--- config.mk ---
export PLATFORM = sky130hd
export DESIGN_NAME = next_fit_unit_allocator_core
export DESIGN_NICKNAME = d
export VERILOG_FILES = /design/src/hdl/nfua_pkg.sv /design/src/hdl/nfua_ram.sv /design/src/hdl/next_fit_unit_allocator_core.sv
export SDC_FILE = /design/constraint.sdc
export NUM_CORES = 1
export LEC_CHECK = 0
export ABC_AREA = 1
export BUFFER_PORTS_ARGS = -buffer_cell sky130_fd_sc_hd__buf_4
export CAP_MARGIN = 20
export CORE_ASPECT_RATIO = 1.5
export CORE_MARGIN = 2
export CORE_UTILIZATION = 36
export DETAILED_ROUTE_END_ITERATION = 12
export GPL_TIMING_DRIVEN = 0
export PLACE_DENSITY = 0.53
export RECOVER_POWER = 100
export SLEW_MARGIN = 20
export SYNTH_ARGS = -nofsm -noshare
export SYNTH_HDL_FRONTEND = slang
export SYNTH_SLANG_ARGS = --single-unit
--- constraint.sdc ---
create_clock -name i_clk -period 6.57 [get_ports i_clk]
set_input_delay 0.3285 -clock i_clk [delete_from_list [all_inputs] [get_ports i_clk]]
set_output_delay 0.3285 -clock i_clk [all_outputs]
set_load 0.01 [all_outputs]
--- src/hdl/nfua_pkg.sv ---
// ---------------------------------------------------------------------------
// nfua_pkg
// Shared sizes and codes for the next-fit unit allocator.
// ---------------------------------------------------------------------------
package nfua_pkg;

    localparam int MEM_UNITS = 256;
    localparam int ADDR_W    = $clog2(MEM_UNITS);
    localparam int CNT_W     = ADDR_W + 1;
    localparam int WIDE_W    = 16;

    localparam int SIZE_W    = 9;
    localparam int START_W   = 8;
    localparam int FREE_W    = 9;
    localparam int RUNS_W    = 8;

    localparam logic OP_ALLOC = 1'b0;
    localparam logic OP_FREE  = 1'b1;

endpackage

--- src/hdl/nfua_ram.sv ---
// ---------------------------------------------------------------------------
// nfua_ram
// Generic single-port-write, single-port-read RAM with registered read.
// ---------------------------------------------------------------------------
module nfua_ram #(
    parameter int WIDTH = 1,
    parameter int DEPTH = 256
) (
    input  logic                     i_clk,
    input  logic                     i_we,
    input  logic [$clog2(DEPTH)-1:0] i_waddr,
    input  logic [WIDTH-1:0]         i_wdata,
    input  logic [$clog2(DEPTH)-1:0] i_raddr,
    output logic [WIDTH-1:0]         o_rdata
);

    logic [WIDTH-1:0] r_mem [DEPTH];
    logic [WIDTH-1:0] r_rdata;

    always_ff @(posedge i_clk) begin
        if (i_we) begin
            r_mem[i_waddr] <= i_wdata;
        end
        r_rdata <= r_mem[i_raddr];
    end

    assign o_rdata = r_rdata;

endmodule

--- src/hdl/next_fit_unit_allocator_core.sv ---
// ---------------------------------------------------------------------------
// next_fit_unit_allocator_core
// Next-fit allocator over a one-bit-per-unit busy map held in RAM.
// ---------------------------------------------------------------------------
// After reset the block clears the busy map and holds o_stall high. One
// word is handled at a time. An allocate scans the map one unit per cycle
// from the stored scan position, then writes its run one unit per cycle; a
// free writes its clipped run the same way. Every operation ends with a
// sweep of the whole map that counts free runs and a step that loads the
// result registers, which waits while an earlier result is held by i_stall.
module next_fit_unit_allocator_core
    import nfua_pkg::*;
(
    input  logic               i_clk,
    input  logic               i_rst_n,
    input  logic               i_valid,
    output logic               o_stall,
    input  logic               i_operation,
    input  logic [SIZE_W-1:0]  i_block_size,
    input  logic [START_W-1:0] i_block_start,
    output logic               o_valid,
    input  logic               i_stall,
    output logic               o_success,
    output logic [START_W-1:0] o_granted_start,
    output logic [FREE_W-1:0]  o_free_units,
    output logic [RUNS_W-1:0]  o_free_run_count
);

    localparam logic [2:0] S_CLR   = 3'd0;
    localparam logic [2:0] S_IDLE  = 3'd1;
    localparam logic [2:0] S_SCAN  = 3'd2;
    localparam logic [2:0] S_WRITE = 3'd3;
    localparam logic [2:0] S_CNT   = 3'd4;
    localparam logic [2:0] S_OUT   = 3'd5;

    localparam logic [ADDR_W-1:0] LAST_A = ADDR_W'(MEM_UNITS - 1);
    localparam logic [CNT_W-1:0]  UNITS_C = CNT_W'(MEM_UNITS);

    logic [2:0]        r_state;
    logic [SIZE_W-1:0] r_size;
    logic [ADDR_W-1:0] r_scan, r_pos, r_wa, r_grant;
    logic [CNT_W-1:0]  r_run, r_steps, r_left, r_used, r_ci, r_runs;
    logic              r_wval, r_ok, r_cdv, r_prevb;

    logic               r_ovalid, r_osucc;
    logic [START_W-1:0] r_ogrant;
    logic [FREE_W-1:0]  r_ofree;
    logic [RUNS_W-1:0]  r_oruns;

    logic              ram_we, ram_rd, accept, hit;
    logic [ADDR_W-1:0] ram_wa, ram_ra, pos_next;
    logic [CNT_W-1:0]  run_n;
    logic [WIDE_W-1:0] sum_w, rem_w, left_w;

    assign accept   = i_valid && !o_stall;
    assign o_stall  = (r_state != S_IDLE);
    assign pos_next = (r_pos == LAST_A) ? '0 : r_pos + 1'b1;
    assign run_n    = ram_rd ? '0 : ((r_pos == '0) ? CNT_W'(1) : r_run + 1'b1);
    assign hit      = (WIDE_W'(run_n) == WIDE_W'(r_size));

    // free range clipped at the end of memory
    assign rem_w  = (WIDE_W'(i_block_start) >= WIDE_W'(MEM_UNITS)) ? '0
                  : WIDE_W'(MEM_UNITS) - WIDE_W'(i_block_start);
    assign left_w = (WIDE_W'(i_block_size) < rem_w) ? WIDE_W'(i_block_size) : rem_w;
    assign sum_w  = WIDE_W'(r_used) + WIDE_W'(r_size);

    always_comb begin
        ram_we = (r_state == S_CLR) || (r_state == S_WRITE);
        ram_wa = r_wa;
        unique case (r_state)
            S_SCAN:  ram_ra = pos_next;
            S_CNT:   ram_ra = r_ci[ADDR_W-1:0];
            default: ram_ra = r_scan;
        endcase
    end

    nfua_ram #(.WIDTH(1), .DEPTH(MEM_UNITS)) u_map (
        .i_clk   (i_clk),
        .i_we    (ram_we),
        .i_waddr (ram_wa),
        .i_wdata (r_wval),
        .i_raddr (ram_ra),
        .o_rdata (ram_rd)
    );

    always_ff @(posedge i_clk) begin
        if (!i_rst_n) begin
            r_state  <= S_CLR;
            r_wa     <= '0;
            r_wval   <= 1'b0;
            r_scan   <= '0;
            r_used   <= '0;
            r_ovalid <= 1'b0;
        end else begin
            // in S_OUT the result register is handled below
            if (r_ovalid && !i_stall && r_state != S_OUT) begin
                r_ovalid <= 1'b0;
            end
            unique case (r_state)
                S_CLR: begin
                    r_wa <= r_wa + 1'b1;
                    if (r_wa == LAST_A) begin
                        r_state <= S_IDLE;
                    end
                end
                S_IDLE: begin
                    if (accept) begin
                        r_size  <= i_block_size;
                        r_grant <= '0;
                        r_ci    <= '0;
                        r_cdv   <= 1'b0;
                        r_prevb <= 1'b1;
                        r_runs  <= '0;
                        if (i_operation == OP_ALLOC) begin
                            r_ok <= 1'b0;
                            if (i_block_size == '0) begin
                                r_state <= S_CNT;
                            end else begin
                                r_pos   <= r_scan;
                                r_run   <= '0;
                                r_steps <= '0;
                                r_state <= S_SCAN;
                            end
                        end else begin
                            r_ok   <= 1'b1;
                            r_used <= (WIDE_W'(r_used) > WIDE_W'(i_block_size))
                                    ? r_used - CNT_W'(i_block_size) : '0;
                            r_wa   <= i_block_start[ADDR_W-1:0];
                            r_wval <= 1'b0;
                            r_left <= left_w[CNT_W-1:0];
                            r_state <= (left_w == '0) ? S_CNT : S_WRITE;
                        end
                    end
                end
                S_SCAN: begin
                    r_run <= run_n;
                    if (hit) begin
                        r_scan  <= r_pos;
                        r_ok    <= 1'b1;
                        r_grant <= r_pos + 1'b1 - r_size[ADDR_W-1:0];
                        r_wa    <= r_pos + 1'b1 - r_size[ADDR_W-1:0];
                        r_left  <= CNT_W'(r_size);
                        r_wval  <= 1'b1;
                        r_used  <= (sum_w > WIDE_W'(MEM_UNITS)) ? UNITS_C
                                 : sum_w[CNT_W-1:0];
                        r_state <= S_WRITE;
                    end else if (r_steps == CNT_W'(MEM_UNITS - 1)) begin
                        r_state <= S_CNT;
                    end else begin
                        r_pos   <= pos_next;
                        r_steps <= r_steps + 1'b1;
                    end
                end
                S_WRITE: begin
                    r_wa   <= r_wa + 1'b1;
                    r_left <= r_left - 1'b1;
                    if (r_left == CNT_W'(1)) begin
                        r_state <= S_CNT;
                    end
                end
                S_CNT: begin
                    if (r_cdv) begin
                        if (!ram_rd && r_prevb) begin
                            r_runs <= r_runs + 1'b1;
                        end
                        r_prevb <= ram_rd;
                    end
                    if (r_ci < UNITS_C) begin
                        r_ci <= r_ci + 1'b1;
                    end
                    r_cdv <= (r_ci < UNITS_C);
                    if (r_cdv && r_ci == UNITS_C) begin
                        r_state <= S_OUT;
                    end
                end
                S_OUT: begin
                    if (!r_ovalid || !i_stall) begin
                        r_ovalid <= 1'b1;
                        r_osucc  <= r_ok;
                        r_ogrant <= START_W'(r_grant);
                        r_ofree  <= FREE_W'(UNITS_C - r_used);
                        r_oruns  <= RUNS_W'(r_runs);
                        r_state  <= S_IDLE;
                    end
                end
                default: r_state <= S_IDLE;
            endcase
        end
    end

    assign o_valid          = r_ovalid;
    assign o_success        = r_osucc;
    assign o_granted_start  = r_ogrant;
    assign o_free_units     = r_ofree;
    assign o_free_run_count = r_oruns;

endmodule

==> results of run 1 <==
[power groups by stage]
stage / registers, mW / clock network [mW] / logic, mW
6_report: 2.93 / 2.29 / 1.62
5_1_grt: 2.94 / 2.39 / 1.79
4_1_cts: 2.93 / 2.32 / 1.63
3_5_place_dp: 2.98 / 0 / 1.61
3_3_place_gp: 2.98 / 0 / 1.60
2_1_floorplan: 2.93 / 0 / 1.10
[layout by cell type, fill, tap and decap left out, types with 27 or more instances in the layout]
cell type,netlist,layout
edfxtp_1,354,354
inv_1,192,195
clkbuf_16,0,42
dfxtp_1,31,31
ha_1,50,50
o21ai_0,41,42
xor2_1,27,27
nor2_1,404,406
nand3_1,394,396
clkbuf_1,64,127
a21oi_1,72,72
nand2_1,420,421
[critical path, delay by kind of cell (launching register included)]
kind	cells	cell delay [ps]
buf+inv	2	420
compound gates	1	160
simple gates	10	3040
flops	1	440
fa+ha+maj	1	200
[routing by layer]
metal  part of all wire, %  up-vias  global-route usage, %  routed length (um)
met5                     0        -                      0                   0
met4                   8.0        0                  17.00                5557
met3                   5.2      251                  2.980                3601
met2                    52      664                  44.91               36270
met1                    34     8043                  24.49               23930
li1                      -     7740                      -                   -
[flip-flops by register name, indices dropped and copies added, names as in the netlist, 3 cells and up]
register	count
r_wa	8
o_free_run_count	8
r_pos	8
o_granted_start	8
r_run	9
r_runs	8
r_steps	9
o_free_units	9
r_grant	8
r_left	9
r_scan	8
r_state	3
r_used	9
r_ci	9
u_map.r_mem	256
r_size	9
[cells by family (layout without fill, tap and decap cells)]
family	Yosys count	in the layout	share of synthesized area (%)
DFF	385	385	56.51
AOI/OAI and AO/OA	165	165	4.921
xor gates and xnor gates	34	34	1.496
buffers and inverters	308	442	6.279
adders and majority gates	53	53	3.444
and+or+nand+nor	1279	1279	27.35
[cell type report]
| cell class | instances | area, sq um |
|---|---|---|
| well taps | 695 | 869.6 |
| inverters | 201 | 754.5 |
| clock buffers | 58 | 1141 |
| fillers | 5568 | 32310 |
| repair buffers | 60 | 306.5 |
| plain buffers | 107 | 484.2 |
| flip-flops and latches | 385 | 11250 |
| multi-input cells | 1531 | 7385 |
| clock inverters | 16 | 147.6 |
[metrics by stage]
step	cell area [sq um]	hold WS [ps]	setup WS (ps)
2_1_floorplan	19910	400.3	2317
3_3_place_gp	21140	424.2	-377.4
3_5_place_dp	21250	414.6	2665
4_1_cts	22610	5.256	2625
5_1_grt	22340	122.4	1563
6_report	22340	115.8	1890
[worst min path at each step]
stage / from / to / slack, ps
3_5_place_dp: r_grant[0] / o_granted_start[0] / 410
6_report: i_stall / o_valid / 120
5_1_grt: i_operation / r_ok / 120
4_1_cts: i_block_size[8] / r_size[8] / 5
2_1_floorplan: r_grant[0] / o_granted_start[0] / 400
3_3_place_gp: r_grant[1] / o_granted_start[1] / 420
==> impl_results.md, run 1 <==
- Run status: complete, but fails checks
- Violated checks: capacitance limit, slew limit
- TritonCTS clock tree: yes
- Number of port buffers: 48
- Worst Setup SP: r_pos[0]
- CP cell instances: inv_1, ha_1, nand2_1, nor3_1, nor2_1, nand3_1, nand2_1, nand2_1, a21oi_1, nand4_1, nand2_1, nand3_1, clkbuf_1, nor3_1
- Htree depth: 2
- Die area: 57,240 sq um
- WS Path Type: flip-flop to flip-flop
- Die X: a little under 200 um
- Pins Over Slew Limit: 248
- Worst reg2reg path startpoint: r_pos[0]
- Async S/R FF share, synth: 0%
- Max stage delay cell, worst path: nor3_1
- Clock skew: approximately 26 ps
- Die H: 292.0 um
- Initial core utilization: 36.43%
- Placed cell count: approximately 3,000
- Switching pwr: 2.272 mW
- Worst ir drop on vdd: 233.4 uV
- # hold bufs at CTS: 7
- Number of cell rows: 105
- Yosys top cell area share: 53.40%
- Path depth of the worst reg2reg path: 14
- Post-synth EDFFs: 354
- GP Congestion: 0.9519
- Mapped Area: 19,910 sq um
- Vias in the first global route: 16,606
- Pleak: about 8.4 nW
- Vias/cell: 5.469
- Clock buffer depth: 3
- Top cells by count, synth: nand2_1, nor2_1, nand3_1
- Final #Nets: 2,401
- Leading post-synthesis cells by cell area: edfxtp_1, nand3_1, nand2_1, nor2_1, inv_1
- Cell Pwr Density: roughly 310 nW/um^2
- Initial DRC count: 1,502
- Max Cap Viol: 3
- Clock Sinks: roughly 390
- Tightest Hold Check Type: primary input to flip-flop
- Grt ovf: 0
- Mapped Cells: 2,224
- Diode count: 0
- Mapped Nets: 2,299
- RSZ-0062 raised after global routing: false
- CP peak stage delay: 1130 ps
- Flop pwr share: 42.8%
- Post-DRT Antenna Nets: 0
- Worst Tran Pin Value: 3524 ps
- Clock insertion delay at the later pin of the skew report: 560 ps
- Endpoints failing setup: 0
- Dpl hpwl: 50,700 um
- Worst reg-to-reg setup slack: between 1500 and 2000 ps
- Setup TNS Final: 0 ps
- Remaining DRCs: 0
- Core area: 54,650 sq um
- CP most frequent cell: nand2_1
- Syn Area/Cell: 8.951 sq um
- WHS Path Cells: 3
- Crit path DAT: 4820 ps
- Final Critical Period: 4680 ps
- Inserted Clock Buffers: 40
- Fraction of layout instances using a drive strength above 1: under 10%
- Element type at the critical path start: flip-flop
- Final Power: 6.842 mW
- Fmax: 213.7 MHz
- Period utilisation layout: a little under three quarters
- Post-synth cell types: 51
- Utilization after layout: 40.87%
- All-Layer GR Usage: 23.99%
- Worst Path Max Fanout: 10
- YS warnings: 0
- Via count: around 17,000
- Post-synth top flop: edfxtp_1
- Largest net degree at the start of global routing: 90
- # resized after CTS: 0
- Worst EP required: between 6000 and 7000 ps
- Count leader, synth: nand2_1
- CTS Root Cell: clkbuf_16
- Clock-pin slew on the worst setup and hold paths: 60 ps
- Area Growth Syn to Fin: 12.21%
- First-pass GRT wire length: 101,500 um
- Ports: 50
- Reg2reg end: r_left[8]
- Leading area contributor after synthesis: edfxtp_1
- Post-Layout Cell Count: between 3,000 and 4,000
- DRT Pass-1 Iters: 6
- Post-synthesis sequential area ratio: 56.51%
- P_int: 4.570 mW
- Critical Path End: r_left[8]
- Sw frac: 33.20%
- WL/cell: 22.72 um
- DRT Wirelength: 69,350 um
- Synth Register Bits: 385
- Antenna violations before repair: 0
- CP endpoint kind: flip-flop
- Fin. Hold Viols: 0
- Combinational group share of total power: 23.7%
- Clk pwr share: 33.5%
- # Post-CTS Setup Buffers: 0
- Rel. slew slack: -134.9%
Power figures use the tool's default switching activity.
==> run 2, diff against run 1 <==
--- a/config.mk
+++ b/config.mk
@@ -13,7 +13,7 @@
 export CORE_UTILIZATION = 36
 export DETAILED_ROUTE_END_ITERATION = 12
 export GPL_TIMING_DRIVEN = 0
-export PLACE_DENSITY = 0.53
+export PLACE_DENSITY = 0.55
 export RECOVER_POWER = 100
 export SLEW_MARGIN = 20
 export SYNTH_ARGS = -nofsm -noshare
==> constraint.sdc (replaced) <==
create_clock -name i_clk -period 3.9 [get_ports i_clk]
set_input_delay 0.195 -clock i_clk [delete_from_list [all_inputs] [get_ports i_clk]]
set_output_delay 0.195 -clock i_clk [all_outputs]
set_load 0.01 [all_outputs]
==> run 2 against run 1 <==
Net effect:
- the run still ends with capacitance limit, slew limit left
- wire length decreased by 1.8%
- register-to-register slack got worse by 1600 ps
- critical path depth up 3
- sequential cell count is the same
- largest cell class unchanged
- largest power group unchanged
==> impl_results.md, run 2 (synthesis results as in run 1) <==
- Fill count: 5,514 (-0.97%)
- Post-DRT Antenna Nets: 0 (unchanged)
- All-Layer GR Usage: 23.53% (-0.47 points)
- Pleak: 8.405 nW (-0.11%)
- Ports: 50 (unchanged)
- Clock buffer depth: 3 (unchanged)
- Clock Sinks: 385 (unchanged)
- Max Cap Viol: 1 (-2)
- Die H: 292.0 um (unchanged)
- Worst EP required: 4330 ps (-2380 ps)
- CTS Root Cell: clkbuf_16
- Initial core utilization: 36.43% (unchanged)
- Element type at the critical path start: flip-flop
- Crit path DAT: 4080 ps (-740 ps)
- Area Growth Syn to Fin: 12.22% (about the same)
- Worst Tran Pin Value: 1611 ps (-1913 ps)
- Endpoints failing setup: 0 (unchanged)
- Violated checks: capacitance limit, slew limit
- Diode count: 0 (unchanged)
- WS Path Type: flip-flop to flip-flop
- Fmax: 274.1 MHz (+28%)
- Vias/cell: 5.468 (about the same)
- Dpl hpwl: 50,320 um (-0.74%)
- Fraction of layout instances using a drive strength above 1: 5.468% (+0.46 points)
- Met2 Usage GRT: 44.29% (-0.62 points)
- Largest net degree at the start of global routing: 86 (-4.4%)
- Final Hold Slack: 89.09 ps (-26.71 ps)
- Via count: 16,698 (unchanged)
- DRT Pass-1 Iters: 5 (-1)
- Clock insertion delay at the later pin of the skew report: 570 ps (about the same)
- Antenna violations before repair: 0 (unchanged)
- Commonest cells after routing, fill and taps aside: nand2_1, nor2_1, nand3_1, edfxtp_1, inv_1
- Post-Layout Cell Count: 3,054 (+0.033%)
- Die area: 57,240 sq um (unchanged)
- Final Critical Period: 3648 ps (-1032 ps)
- Vias in the first global route: 16,657 (+0.31%)
- M3 GR Usage: 2.553% (-0.43 points)
- Run status: complete, but fails checks
- Fin. Hold Viols: 0 (unchanged)
- Pins Over Slew Limit: 52 (-79%)
- Remaining DRCs: 0 (unchanged)
- RSZ-0062 raised after global routing: false
- Core area: 54,650 sq um (unchanged)
- TritonCTS clock tree: yes
- Number of cell rows: 105 (unchanged)
- CP endpoint kind: flip-flop
- DRT Wirelength: 68,090 um (-1.8%)
- Busiest layer in global routing: met2
- Htree depth: 2 (unchanged)
- Inserted Clock Buffers: 39 (-2.5%)
- Grt ovf: 0 (unchanged)
- Met1 Resource Use GR: 23.80% (-0.70 points)
- Period utilisation layout: 93.54% (+22 points)
- Initial DRC count: 1,459 (-2.9%)
- Worst Path Max Fanout: 10 (unchanged)
- Number of port buffers: 48 (unchanged)
- # Post-CTS Setup Buffers: 0 (unchanged)
- Tightest Hold Check Type: primary input to flip-flop
- Final #Nets: 2,405 (+0.17%)
- Cell Pwr Density: 506.1 nW/um^2 (+65%)
- Worst ir drop on vdd: 485.4 uV (+110%)
- Clock skew: 30.58 ps (+4.938 ps)
- Largest Register: u_map.r_mem
- Clock-pin slew on the worst setup and hold paths: 60 ps (about the same)
- First-pass GRT wire length: 100,200 um (-1.3%)
- Max reg flops: 256 (unchanged)
- Leading cell type in the layout, fill and taps excluded: nand2_1
- WL/cell: 22.30 um (-1.8%)
- Placed cell count: 2,973 (+0.034%)
- GP Congestion: 0.9295 (-2.4%)
- Die X: 196.0 um (unchanged)
- Rel. slew slack: -7.559% (+130 points)
run 2: cell types whose count changed in the layout (fill, tap and decap cells not counted), sizes merged:
cell and change:
buf +2, clkbuf -6, dlygate4sd3 +4, clkinvlp +2, bufinv -1
run 2: final cells by class:
class | count | area [sq um] | area share [%]
multi-input cells | 1531 | 7403 | 33.14
repair buffers | 65 | 376.6 | 1.686
well taps | 695 | 869.6 | 3.892
clock inverters | 17 | 130.1 | 0.5825
flip-flops and latches | 385 | 11250 | 50.36
plain buffers | 107 | 485.5 | 2.173
clock buffers | 53 | 1070 | 4.789
inverters | 201 | 754.5 | 3.377
run 2: timing repair:
item                                    4_1_cts  5_1_grt
cloned                                        0        0
endpoints found under the hold margin        12        0
endpoints found under the setup margin       17       17
pin swaps                                     0        0
gates resized for setup                       1        1
hold buffers                                 11        0
run 2: path summary, 6_finish.rpt:
check                                          end  depth (start not counted)             start  slack, ps
worst max-delay path                 u_map.o_rdata                         17          r_pos[0]        250
worst min-delay path                       r_wa[3]                          5  i_block_start[3]         90
worst min register to register  o_granted_start[3]                          0        r_grant[3]        420
worst max register to register       u_map.o_rdata                         17          r_pos[0]        250
run 2: power by group:
part / internal, mW / leakage (nW) / switching, mW / total, mW
logic: 0.786 / 4.30 / 1.95 / 2.74
clock network: 2.00 / 0.578 / 1.64 / 3.64
registers: 4.74 / 3.53 / 0.187 / 4.93
run 2: per-layer routing:
| layer | wire, um | share of wire [%] | up-vias |
|---|---|---|---|
| li1 | - | - | 7741 |
| met1 | 23080 | 34 | 8045 |
| met2 | 35720 | 52 | 660 |
| met3 | 3667 | 5.4 | 252 |
| met4 | 5632 | 8.3 | 0 |
| met5 | 0 | 0 | - |
run 2: per-stage QoR:
stage	total power, mW	util (%)	setup WS [ps]	cell area [sq um]	setup TNS [ps]
after floorplan	6.791	-	837.5	19910	0
after global placement	7.691	38.68	-996.8	21140	-28170
after detailed placement	7.729	38.89	-31.52	21250	-510.3
after CTS	11.35	41.29	220.3	22570	0
after global routing	11.77	40.88	64.10	22340	0
final	11.31	40.88	251.8	22340	0
run 2: critical path, stage by stage, from the launching register on:
cell and delay, ps:
edfxtp_1 440, ha_1 210, nand2_1 60, nor2_1 220, nand2_1 140, nand2_2 120, inv_2 60, nand2_1 80
o21ai_1 80, a21oi_2 510, clkbuf_1 680, nand3_1 300, nand3_1 150, nand3_1 100, nand3_1 140, nand2_1 80
nand2_1 60, nand2_1 70
==> run 3, diff against run 2 <==
--- a/config.mk
+++ b/config.mk
@@ -5,7 +5,6 @@
 export SDC_FILE = /design/constraint.sdc
 export NUM_CORES = 1
 export LEC_CHECK = 0
-export ABC_AREA = 1
 export BUFFER_PORTS_ARGS = -buffer_cell sky130_fd_sc_hd__buf_4
 export CAP_MARGIN = 20
 export CORE_ASPECT_RATIO = 1.5
==> run 3 against run 2 <==
Net effect:
- critical endpoint unchanged
- utilization is 0.22 points higher
- the flow finishes with violations (capacitance limit, slew limit, setup timing)
- critical path type unchanged
- synthesized area fell by 2.0%
- final area fell by 1.4%
==> impl_results.md, run 3 <==
- Initial DRC count: 932 (-36%)
- Utilization after layout: 41.10% (+0.22 points)
- Ports: 50 (unchanged)
- P_int: 6.569 mW (-13%)
- Largest Register: u_map.r_mem
- Endpoints failing setup: 1 (+1)
- Count leader, synth: nor2_1
- Leading area contributor after synthesis: edfxtp_1
- Dpl hpwl: 40,640 um (-19%)
- Worst reg2reg path startpoint: r_pos[0]
- Core area: 53,610 sq um (-1.9%)
- Element type at the critical path start: flip-flop
- Max reg flops: 256 (unchanged)
- Max Cap Viol: 1 (unchanged)
- Initial core utilization: 36.39% (about the same)
- Vias/cell: 5.482 (+0.26%)
- Final #Nets: 1,942 (-19%)
- YS warnings: 0 (unchanged)
- Hold Startpoint: i_valid
- Via count: 14,171 (-15%)
- Worst Path Max Fanout: 10 (unchanged)
- CTS Root Cell: clkbuf_16
- Run status: complete, but fails checks
- TritonCTS clock tree: yes
- Post-DRT Antenna Nets: 0 (unchanged)
- Sw frac: 21.26% (-12 points)
- GP Congestion: 0.8897 (-4.3%)
- Number of port buffers: 48 (unchanged)
- Fin. Hold Viols: 0 (unchanged)
- Clock skew: 27.54 ps (-3.039 ps)
- Post-synth cell types: 83 (+63%)
- Placed cell count: 2,503 (-16%)
- Final Power: 8.343 mW (-26%)
- All-Layer GR Usage: 20.03% (-3.5 points)
- Post-synth top flop: edfxtp_1
- Violated checks: capacitance limit, slew limit, setup timing
- Async S/R FF share, synth: 0% (unchanged)
- Tightest Hold Check Type: primary input to flip-flop
- Mapped Cells: 1,759 (-21%)
- Post-route cell area: 22,030 sq um (-1.4%)
- Top cells by count, synth: nor2_1, edfxtp_1, nand2_1
- DRT Wirelength: 56,390 um (-17%)
- Vias in the first global route: 14,426 (-13%)
- Die X: 194.1 um (-0.98%)
- Worst ir drop on vdd: 331.9 uV (-32%)
- Mapped Area: 19,510 sq um (-2.0%)
- CP endpoint kind: flip-flop
- Switching pwr: 1.774 mW (-53%)
- Clk pwr share: 43.8% (+12 points)
- Pins Over Slew Limit: 53 (+1.9%)
- Flop pwr share: 53.4% (+9.8 points)
- Worst Tran Pin Value: 1573 ps (-38.42 ps)
- Fmax: 253.6 MHz (-7.5%)
- Inserted Clock Buffers: 38 (-2.6%)
- Die area: 56,110 sq um (-2.0%)
- Largest net degree at the start of global routing: 80 (-7.0%)
- Period utilisation layout: 101.1% (+7.6 points)
- Rel. slew slack: -4.994% (+2.6 points)
- Fraction of layout instances using a drive strength above 1: 7.964% (+2.5 points)
- Pleak: 7.360 nW (-12%)
- Clock insertion delay at the later pin of the skew report: 560 ps (about the same)
- Leading post-synthesis cells by cell area: edfxtp_1, nor2_1, mux4_2, ha_1, dfxtp_1
- Worst reg-to-reg setup slack: -40 ps (-300 ps)
- RSZ-0062 raised after global routing: true
- Grt ovf: 0 (unchanged)
- Commonest cells after routing, fill and taps aside: nor2_1, edfxtp_1, nand2_1, clkbuf_1, nand3_1
- Worst EP required: 4310 ps (-20 ps)
- Die H: 289.1 um (-0.99%)
- Number of cell rows: 104 (-0.95%)
- WL/cell: 21.81 um (-2.2%)
- Post-synth EDFFs: 354 (unchanged)
- Worst Setup SP: r_pos[0]
- Crit path DAT: 4350 ps (+270 ps)
- Syn Area/Cell: 11.09 sq um (+24%)
- Final Hold Slack: 51.69 ps (-37.40 ps)
- Setup slack after layout: -43.54 ps (-295.4 ps)
- First-pass GRT wire length: 85,630 um (-15%)
- Synth Register Bits: 385 (unchanged)
- Clock-pin slew on the worst setup and hold paths: 70 ps (about the same)
- DP Area: 20,880 sq um (-1.8%)
- Critical Path End: u_map.o_rdata
- Post-synthesis sequential area ratio: 57.67% (+1.2 points)
- DRT Pass-1 Iters: 5 (unchanged)
- Path depth of the worst reg2reg path: 11 (-6)
- Cell Pwr Density: 378.6 nW/um^2 (-25%)
- Final Critical Period: 3944 ps (+295.4 ps)
- Combinational group share of total power: 2.8% (-21 points)
- Clock Sinks: 385 (unchanged)
- Htree depth: 2 (unchanged)
- Mapped Nets: 1,834 (-20%)
- Diode count: 0 (unchanged)
- Area Growth Syn to Fin: 12.94%
- Post-Layout Cell Count: 2,585 (-15%)
- Clock buffer depth: 3 (unchanged)
- Fill count: 5,184 (-6.0%)
- WS Path Type: flip-flop to flip-flop
- Antenna violations before repair: 0 (unchanged)
- Reg2reg end: u_map.o_rdata
- Yosys top cell area share: 54.49% (+1.1 points)
- Remaining DRCs: 0 (unchanged)
run 3: cell count changes after synthesis, moves of 14 or more:
cell / previous run / this run
a22oi_1: 1 / 26
and3_1: 0 / 16
buf_4: 15 / 1
inv_1: 192 / 52
mux2i_1: 0 / 56
mux4_2: 0 / 29
nand2_1: 420 / 155
nand3_1: 394 / 78
nor2_1: 404 / 357
nor2b_1: 0 / 14
o21ai_1: 4 / 22
xnor2_1: 7 / 46
run 3: how the worst min path moves through the flow:
stage / to / slack, ps / cells past startpoint
final: r_state[1] / 50 / 3
after floorplan: r_size[0] / 290 / 0
after CTS: r_state[1] / 30 / 3
after global placement: o_success / 400 / 0
after detailed placement: o_success / 410 / 0
after global routing: r_state[1] / 60 / 3
run 3: metal layers:
| metal | routed length [um] | global-route usage (%) | vias up |
|---|---|---|---|
| met5 | 0 | 0 | - |
| met4 | 2387 | 8.504 | 0 |
| met2 | 30520 | 39.15 | 456 |
| met1 | 20920 | 21.76 | 7006 |
| li1 | - | - | 6596 |
| met3 | 2560 | 2.212 | 113 |
run 3: final cells by class:
cell class / count / area, sq um / share of cell area, %
Sequential cell: 385 / 11250 / 51.06
Clock inverter: 20 / 190.2 / 0.8631
Tap cell: 689 / 862.1 / 3.913
Buffer: 103 / 435.4 / 1.976
Timing Repair Buffer: 69 / 397.9 / 1.806
Inverter: 54 / 202.7 / 0.9199
Clock buffer: 49 / 1013 / 4.600
Multi-Input combinational cell: 1216 / 7681 / 34.86
run 3: repair_timing:
item | 4_1_cts | 5_1_grt
setup buffers | 0 | 2
hold buffers | 12 | 0
resized for setup | 11 | 7
setup endpoints to repair | 19 | 21
endpoints found under the hold margin | 12 | 0
pin swaps | 0 | 1
run 3: cell families after synthesis:
kind of cell / synth area share, %
buffers and inverters: 3.251
flip-flops: 57.67
multiplexers: 6.278
AO/OA/AOI/OAI: 9.530
XOR/XNOR: 3.591
adder cells (fa/ha/maj): 3.514
AND/OR/NAND/NOR: 16.17
run 3: metrics by stage:
stage / worst slack, ps / TNS (ps)
final: -43.54 / -43.54
after global routing: -85.52 / -329.0
after CTS: 47.76 / 0
after detailed placement: -341.8 / -3927
after global placement: -1526 / -47740
after floorplan: 128.7 / 0
run 3: critical path, cell delays in order (launching register included):
cell      delay (ps)
edfxtp_1         490
ha_1             310
nand3_1          170
o21a_1           290
a221o_1          600
clkbuf_1         550
nor2_4           180
a22oi_1          270
a211oi_1         110
a31oi_1          490
and4b_1          280
a211oi_1          60
run 3: power groups by stage:
stage	logic, mW	clock network [mW]	registers [mW]
detailed placement	0.226	0	4.54
floorplan	0.124	0	4.54
finish	0.231	3.66	4.46
global route	0.251	3.86	4.45
CTS	0.237	3.73	4.45
global placement	0.223	0	4.54
